`src/bdq_pkg.sv`:
```
package bdq_pkg;

    localparam int DEPTH   = 16;
    localparam int WORD_W  = 32;
    localparam int ACT_W   = 3;
    localparam int COUNT_W = 5;
    localparam int FILL_W  = $clog2(DEPTH + 1);
    localparam int IDX_W   = $clog2(DEPTH);

    typedef logic signed [WORD_W-1:0] t_word;
    typedef logic [FILL_W-1:0]        t_fill;
    typedef logic [IDX_W-1:0]         t_idx;
    typedef logic [COUNT_W-1:0]       t_count;

    typedef enum logic [ACT_W-1:0] {
        ACT_PUSH_FRONT = 3'd0,
        ACT_PUSH_BACK  = 3'd1,
        ACT_POP_FRONT  = 3'd2,
        ACT_POP_BACK   = 3'd3,
        ACT_FIND       = 3'd4,
        ACT_ERASE      = 3'd5,
        ACT_CLEAR      = 3'd6
    } t_action;

    typedef struct packed {
        logic  put_front;
        logic  put_back;
        logic  pop_front;
        logic  erase;
        t_word value;
    } t_cell_ctl;

endpackage

```
`src/bdq_if.sv`:
```
interface bdq_req_if import bdq_pkg::*; ();
    logic               valid;
    logic               ready;
    logic [ACT_W-1:0]   action;
    t_word              value;

    modport source (output valid, output action, output value, input ready);
    modport sink   (input valid, input action, input value, output ready);
endinterface

interface bdq_rsp_if import bdq_pkg::*; ();
    logic   valid;
    logic   ready;
    logic   ok;
    t_word  popped;
    t_count count;

    modport source (output valid, output ok, output popped, output count, input ready);
    modport sink   (input valid, input ok, input popped, input count, output ready);
endinterface

```
`src/bdq_cell.sv`:
```
module bdq_cell import bdq_pkg::*; (
    input  logic      i_clk,
    input  t_cell_ctl i_ctl,
    input  t_word     i_left,
    input  t_word     i_right,
    input  logic      i_occ,
    input  logic      i_tail,
    input  logic      i_seen,
    output t_word     o_data,
    output logic      o_match
);

    t_word r_data;
    t_word n_data;
    logic  w_shift_left;

    assign o_data  = r_data;
    assign o_match = i_occ && (r_data == i_ctl.value);

    // erase: this cell and every one after the first hit pulls from the right
    assign w_shift_left = i_ctl.pop_front || (i_ctl.erase && (i_seen || o_match));

    always_comb begin
        n_data = r_data;
        if (i_ctl.put_front) begin
            n_data = i_left;
        end else if (i_ctl.put_back && i_tail) begin
            n_data = i_ctl.value;
        end else if (w_shift_left) begin
            n_data = i_right;
        end
    end

    always_ff @(posedge i_clk) begin
        r_data <= n_data;
    end

endmodule

```
`src/bounded_deque_with_search_top.sv`:
```
// Bounded deque with search and erase, held in a row of DEPTH cells.
// Request channel i_req: action (push front/back, pop front/back, find,
// erase, clear) and a signed 32-bit value. Response channel o_rsp: ok,
// popped (zero unless a pop succeeded) and count after the request.
// Every accepted request yields exactly one response word.
// The response is registered and shows in the cycle after the request is
// accepted. Throughput: one request per cycle while responses are taken;
// all cells compare against the value in parallel, hit flags ripple through
// the row to the first match; all shifting cells load from neighbors at once.
// Ready is high while the response register is empty or being taken, so a
// stalled receiver holds the response and blocks further requests; the
// list is never changed by a request that is not accepted.
// Reset (synchronous, active low) empties the list and drops any pending
// response; cell contents are not cleared and are never read past count.
// Push to a full list, pop from an empty one, and find/erase without a
// match return ok low and leave the list unchanged.
module bounded_deque_with_search_top import bdq_pkg::*; (
    input  logic       i_clk,
    input  logic       i_rst_n,
    bdq_req_if.sink    i_req,
    bdq_rsp_if.source  o_rsp
);

    t_fill     r_fill;
    t_fill     n_fill;
    logic      r_out_valid;
    logic      r_ok;
    logic      n_ok;
    t_word     r_popped;
    t_word     n_popped;

    logic      w_accept;
    logic      w_full;
    logic      w_empty;
    logic      w_hit;
    t_action   w_act;
    t_cell_ctl w_ctl;
    t_idx      w_back_idx;

    t_word     w_data [DEPTH];
    logic      w_match [DEPTH];
    logic      w_seen [DEPTH+1];

    assign w_accept = i_req.valid && i_req.ready;
    assign w_full   = (r_fill == t_fill'(DEPTH));
    assign w_empty  = (r_fill == '0);
    assign w_act    = t_action'(i_req.action);
    assign w_hit    = w_seen[DEPTH];

    assign i_req.ready  = !r_out_valid || o_rsp.ready;
    assign o_rsp.valid  = r_out_valid;
    assign o_rsp.ok     = r_ok;
    assign o_rsp.popped = r_popped;
    assign o_rsp.count  = t_count'(r_fill);

    always_comb begin
        w_ctl.put_front = w_accept && (w_act == ACT_PUSH_FRONT) && !w_full;
        w_ctl.put_back  = w_accept && (w_act == ACT_PUSH_BACK) && !w_full;
        w_ctl.pop_front = w_accept && (w_act == ACT_POP_FRONT) && !w_empty;
        w_ctl.erase     = w_accept && (w_act == ACT_ERASE);
        w_ctl.value     = i_req.value;
    end

    assign w_seen[0] = 1'b0;

    for (genvar gi = 0; gi < DEPTH; gi++) begin : g_cell
        t_word w_left;
        t_word w_right;
        logic  w_occ;
        logic  w_tail;

        assign w_occ  = (t_fill'(gi) < r_fill);
        assign w_tail = (t_fill'(gi) == r_fill);

        if (gi == 0) begin : g_head
            assign w_left = i_req.value;
        end else begin : g_mid
            assign w_left = w_data[gi-1];
        end

        if (gi == DEPTH - 1) begin : g_last
            assign w_right = w_data[gi];
        end else begin : g_inner
            assign w_right = w_data[gi+1];
        end

        assign w_seen[gi+1] = w_seen[gi] || w_match[gi];

        bdq_cell u_cell (
            .i_clk   (i_clk),
            .i_ctl   (w_ctl),
            .i_left  (w_left),
            .i_right (w_right),
            .i_occ   (w_occ),
            .i_tail  (w_tail),
            .i_seen  (w_seen[gi]),
            .o_data  (w_data[gi]),
            .o_match (w_match[gi])
        );
    end

    assign w_back_idx = t_idx'(r_fill - t_fill'(1));

    always_comb begin
        n_fill   = r_fill;
        n_ok     = 1'b0;
        n_popped = '0;
        case (w_act)
            ACT_PUSH_FRONT, ACT_PUSH_BACK: begin
                if (!w_full) begin
                    n_fill = r_fill + t_fill'(1);
                    n_ok   = 1'b1;
                end
            end
            ACT_POP_FRONT: begin
                if (!w_empty) begin
                    n_fill   = r_fill - t_fill'(1);
                    n_ok     = 1'b1;
                    n_popped = w_data[0];
                end
            end
            ACT_POP_BACK: begin
                if (!w_empty) begin
                    n_fill   = r_fill - t_fill'(1);
                    n_ok     = 1'b1;
                    n_popped = w_data[w_back_idx];
                end
            end
            ACT_FIND: begin
                n_ok = w_hit;
            end
            ACT_ERASE: begin
                if (w_hit) begin
                    n_fill = r_fill - t_fill'(1);
                    n_ok   = 1'b1;
                end
            end
            ACT_CLEAR: begin
                n_fill = '0;
                n_ok   = 1'b1;
            end
            default: begin
                n_fill = r_fill;
            end
        endcase
    end

    always_ff @(posedge i_clk) begin
        if (!i_rst_n) begin
            r_fill      <= '0;
            r_out_valid <= 1'b0;
        end else begin
            if (w_accept) begin
                r_fill      <= n_fill;
                r_out_valid <= 1'b1;
            end else if (o_rsp.ready) begin
                r_out_valid <= 1'b0;
            end
        end
    end

    always_ff @(posedge i_clk) begin
        if (w_accept) begin
            r_ok     <= n_ok;
            r_popped <= n_popped;
        end
    end

`ifndef ASSERT_OFF
    a_fill_bound: assert property (@(posedge i_clk) disable iff (!i_rst_n)
        r_fill <= t_fill'(DEPTH))
        else $error("fill exceeds depth");

    a_clear_empties: assert property (@(posedge i_clk) disable iff (!i_rst_n)
        (w_accept && w_act == ACT_CLEAR) |=> (o_rsp.valid && o_rsp.ok && r_fill == '0))
        else $error("clear did not empty the list");

    a_full_push_rejected: assert property (@(posedge i_clk) disable iff (!i_rst_n)
        (w_accept && w_full && (w_act == ACT_PUSH_FRONT || w_act == ACT_PUSH_BACK))
        |=> (!o_rsp.ok && $stable(r_fill)))
        else $error("push accepted on a full list");

    a_miss_no_change: assert property (@(posedge i_clk) disable iff (!i_rst_n)
        (w_accept && !w_hit && (w_act == ACT_FIND || w_act == ACT_ERASE))
        |=> (!o_rsp.ok && $stable(r_fill)))
        else $error("search miss changed the list");
`endif

endmodule
```
`src/flat_wrapper.sv`:
```
// flat-port wrapper written by rule: the top's interface ports become plain ports
module bounded_deque_with_search_top_flat import bdq_pkg::*;
  (i_clk, i_rst_n, i_req_valid, i_req_action, i_req_value, i_req_ready, o_rsp_valid, o_rsp_ok, o_rsp_popped, o_rsp_count, o_rsp_ready);
  bdq_req_if i_req_i ();
  bdq_rsp_if o_rsp_i ();
  input  logic i_clk;
  input  logic i_rst_n;
  input wire logic [$bits(i_req_i.valid)-1:0] i_req_valid;
  input wire logic [$bits(i_req_i.action)-1:0] i_req_action;
  input wire logic [$bits(i_req_i.value)-1:0] i_req_value;
  output wire logic [$bits(i_req_i.ready)-1:0] i_req_ready;
  output wire logic [$bits(o_rsp_i.valid)-1:0] o_rsp_valid;
  output wire logic [$bits(o_rsp_i.ok)-1:0] o_rsp_ok;
  output wire logic [$bits(o_rsp_i.popped)-1:0] o_rsp_popped;
  output wire logic [$bits(o_rsp_i.count)-1:0] o_rsp_count;
  input wire logic [$bits(o_rsp_i.ready)-1:0] o_rsp_ready;
  assign i_req_i.valid = i_req_valid;
  assign i_req_i.action = i_req_action;
  assign i_req_i.value = i_req_value;
  assign i_req_ready = i_req_i.ready;
  assign o_rsp_valid = o_rsp_i.valid;
  assign o_rsp_ok = o_rsp_i.ok;
  assign o_rsp_popped = o_rsp_i.popped;
  assign o_rsp_count = o_rsp_i.count;
  assign o_rsp_i.ready = o_rsp_ready;
  bounded_deque_with_search_top u_core (.i_clk(i_clk), .i_rst_n(i_rst_n), .i_req(i_req_i), .o_rsp(o_rsp_i));
endmodule
```
`config.mk`:
```
export PLATFORM = sky130hd
export DESIGN_NAME = bounded_deque_with_search_top_flat
export DESIGN_NICKNAME = d
export VERILOG_FILES = /design/src/bdq_pkg.sv /design/src/bdq_if.sv /design/src/bdq_cell.sv /design/src/bounded_deque_with_search_top.sv /design/src/flat_wrapper.sv
export SDC_FILE = /design/constraint.sdc
export NUM_CORES = 2
export LEC_CHECK = 0
export ABC_AREA = 0
export BUFFER_PORTS_ARGS = -buffer_cell sky130_fd_sc_hd__clkbuf_2
export CORE_UTILIZATION = 55
export DETAILED_ROUTE_END_ITERATION = 8
export PLACE_DENSITY = 0.77
export RECOVER_POWER = 25
export SYNTH_ARGS = -nofsm -noshare
export SYNTH_HDL_FRONTEND = slang
export SYNTH_SLANG_ARGS = --single-unit
```
`constraint.sdc`:
```
create_clock -name i_clk -period 6.05 [get_ports i_clk]
set_input_delay 0.9075 -clock i_clk [delete_from_list [all_inputs] [get_ports i_clk]]
set_output_delay 0.9075 -clock i_clk [all_outputs]
set_load 0.02 [all_outputs]
```
==> impl_results.md <==
- Status: finished with violations
- Violated checks: capacitance limit, slew limit
- Final setup viols: 0
- Mapped Nets: 3667
- Least-Margin Pin Slew: about 2.4 ns
- First-pass GRT wire length: roughly 200000 microns
- Fin area: 0.0407 sq mm
- Final wirelength: about 140000 microns
- Grt ovf: 0
- Period utilization: ~87%
- Fmax achieved: 189 MHz
- EDFF count, synth: 545
- Worst hold slack: ~0.47 ns
- DR vias/cell: between 6 and 7
- Most frequent cells in the layout: 694 x nand2_1, 545 x edfxtp_1, 448 x mux2i_1
- Worst Skew: between 0.03 and 0.04 ns
- DR iter-0 viols: ~6000
- Syn Std Cell Area: around 0.038 sq mm
- Largest net degree at the start of global routing: between 100 and 150
- Post-synthesis cell type count: 56
- Setup TNS: 0 ns
- Syn Inst Count: ~3600
- Power per Cell Area: 251 mW/mm^2
- RSZ-0062 raised after global routing: false
- Post-cts sizing count: 0
- Predominant post-synthesis flop cell: edfxtp_1
- Commonest non-fill, non-tap cell in the layout: nand2_1
- Drt pass-1 iters: 8
- Worst-Skew Late Latency: 0.68 ns
- Arr. time, crit path: between 5 and 6 ns
- Num rows: 96
- Overall power: 10.2 mW
- Final hold vios: 0
- Max-slew headroom: -62.8%
- Die height: 265 microns
- Final worst setup slack: around 0.77 ns
- Hold_buf cts: 0
- Ys async rst share: 0%
- Leak Pwr: about 15 nW
- Minimum clock period: ~5.3 ns
- Post-CTS Repair Setup Buffers: 0
- CP max FO: 36
- Fill cells: approximately 5600
- DRC errors left: 0
- Worst path required time: roughly 6.5 ns
- Syn avg cell area: between 10 and 15 sq um
- Fin nets: 3555
- Max-slew violations: 93
- Number of max-cap violations: 3
- DR vias: 31129
- TritonCTS clock tree: yes
- Clock buffer depth: 3
- Placed Cells: about 4400
- Total CTS buffers: 60
- # diodes: 0
- Crit path capture type: flip-flop
- Layout area overhead: 6.77%
- Initial antenna violation count: 2
- Sequential-to-total area share from yosys stat: between 40% and 50%
- Vias in the first global route: roughly 28000
- CP Launch Type: flip-flop
- DIE AREA: 0.0704 sq mm
- Placed Area: roughly 0.04 sq mm
- Final Util: 59.4%
- Detailed placement HPWL: between 90000 and 100000 microns
- Critical path type: flip-flop to flip-flop
- Layout cell share with drive strength beyond 1: a little under an eighth
- Worst hold path class: primary input to flip-flop
- Die W: approximately 270 microns
- ANT nets after route: 0
- Post-detailed-route wirelength per cell: around 31 microns
- Yosys warnings: 0
- Placement Setup Slack: between 1 and 1.5 ns
- I/O pins: slightly below 80
- Synth Register Bits: around 550
- CTS clk-pin slew, worst paths: approximately 0.06 ns
- IO buf count: 78
- GRT Overall Usage: 38.5%
- Routability cong.: roughly 1.1
- Worst IR Drop VDD: approximately 0.00026 V
- Starting density of the core: between 50% and 60%
- CTS H-tree lvls: 2
- Clk root buf: clkbuf_16
- Final std cells w/o fill: between 4000 and 5000
- Core footprint: between 0.06 and 0.07 sq mm
- CTS sink cnt: 551
==> per-layer routing <==
layer | share of wire, % | global-route usage [%] | vias up
met5 | 0.017 | 0 | -
li1 | - | - | 12897
met3 | 16 | 14.2 | 381
met2 | 42 | 54.5 | 2752
met1 | 37 | 53.5 | 15095
met4 | 5.0 | 15.0 | 4
==> worst paths after layout <==
kind / from / to / slack [ns] / cells past startpoint
worst max-delay path: u_core.o_rsp.count[2]$_SDFFE_PN0P_ / u_core.g_cell[0].u_cell.o_data[26]$_DFFE_PP_ / 0.77 / 7
worst min-delay path: i_req_valid / u_core.o_rsp.valid$_SDFFE_PN0P_ / 0.47 / 3
worst max register to register: u_core.o_rsp.count[2]$_SDFFE_PN0P_ / u_core.g_cell[0].u_cell.o_data[26]$_DFFE_PP_ / 0.77 / 7
worst min register to register: u_core.o_rsp.valid$_SDFFE_PN0P_ / u_core.o_rsp.valid$_SDFFE_PN0P_ / 0.54 / 2
==> critical path, cell delays in order (launching register included) <==
cell,delay (ns)
dfxtp_1,0.30
clkbuf_1,1.28
nor3_2,0.42
and2_1,0.30
buf_4,0.27
o21ai_4,0.17
clkbuf_1,1.72
mux2_2,0.47
==> cells by family after synthesis <==
| group | after synthesis | synth area share, % |
|---|---|---|
| DFF | 551 | 43.2 |
| and+or+nand+nor | 1048 | 12.3 |
| muxes | 608 | 20.3 |
| xor gates and xnor gates | 518 | 11.9 |
| adders and majority gates | 5 | 0.164 |
| AOI/OAI and AO/OA | 533 | 7.63 |
| buffers and inverters | 360 | 4.53 |
==> power breakdown <==
part | switching (mW) | internal (mW) | leakage (nW) | total, mW
clock | 1.66 | 1.95 | 0.886 | 3.61
combinational | 1.43 | 0.658 | 8.75 | 2.09
sequential | 0.186 | 4.36 | 5.04 | 4.55
total | 3.28 | 6.97 | 14.7 | 10.2
==> layout make-up <==
class,instances,area (sq um),share of cell area (%)
multi-input combinational,2712,20100,49.3
clock inverter,33,256,0.630
timing repair buffer,178,1170,2.88
sequential,551,16500,40.5
tap,931,1160,2.86
clock buffer,76,1560,3.83
inverter,8,30.0,0.0737
==> synth_stat cells (2+ instances only) <==
master     count  area, sq um
ha_1           5         62.6
buf_2        147          736
mux2i_1      448         4480
a22o_1         4         35.0
mux4_2       128         2880
dfxtp_1        6          120
a221oi_1       3         26.3
xor2_1       397         3480
nand3_1       55          275
and2_1         3         18.8
nor4_4         4         85.1
o22ai_1        2         12.5
nand2b_1       3         18.8
mux2_2        32          360
nor2_1        59          221
buf_4         40          300
o31ai_1        3         22.5
or3_1          5         31.3
nor2b_1        4         25.0
buf_6          6         67.6
o21ai_1      148          741
nand2_1      701         2630
nor3_1        19         95.1
a2111oi_0      2         17.5
nor3_2         2         20.0
inv_1          8         30.0
a21oi_1        8         40.0
o21ai_0      315         1580
buf_1          9         33.8
xnor2_1      121         1060
clkbuf_1     150          563
a32oi_1       32          280
and3_1         4         25.0
edfxtp_1     545        16400
nand3b_1      40          300
nor4_1        97          607
a31oi_1        3         18.8
nand4_1       46          288
a311oi_1       2         17.5
==> flip-flops by register name, summed over array words and instances (netlist names) <==
register	cells
u_core.g_cell.u_cell.o_data	512
u_core.o_rsp.count	5
u_core.o_rsp.ok	1
u_core.o_rsp.popped	32
u_core.o_rsp.valid	1
Note: power is estimated with default switching activity, not from simulation.
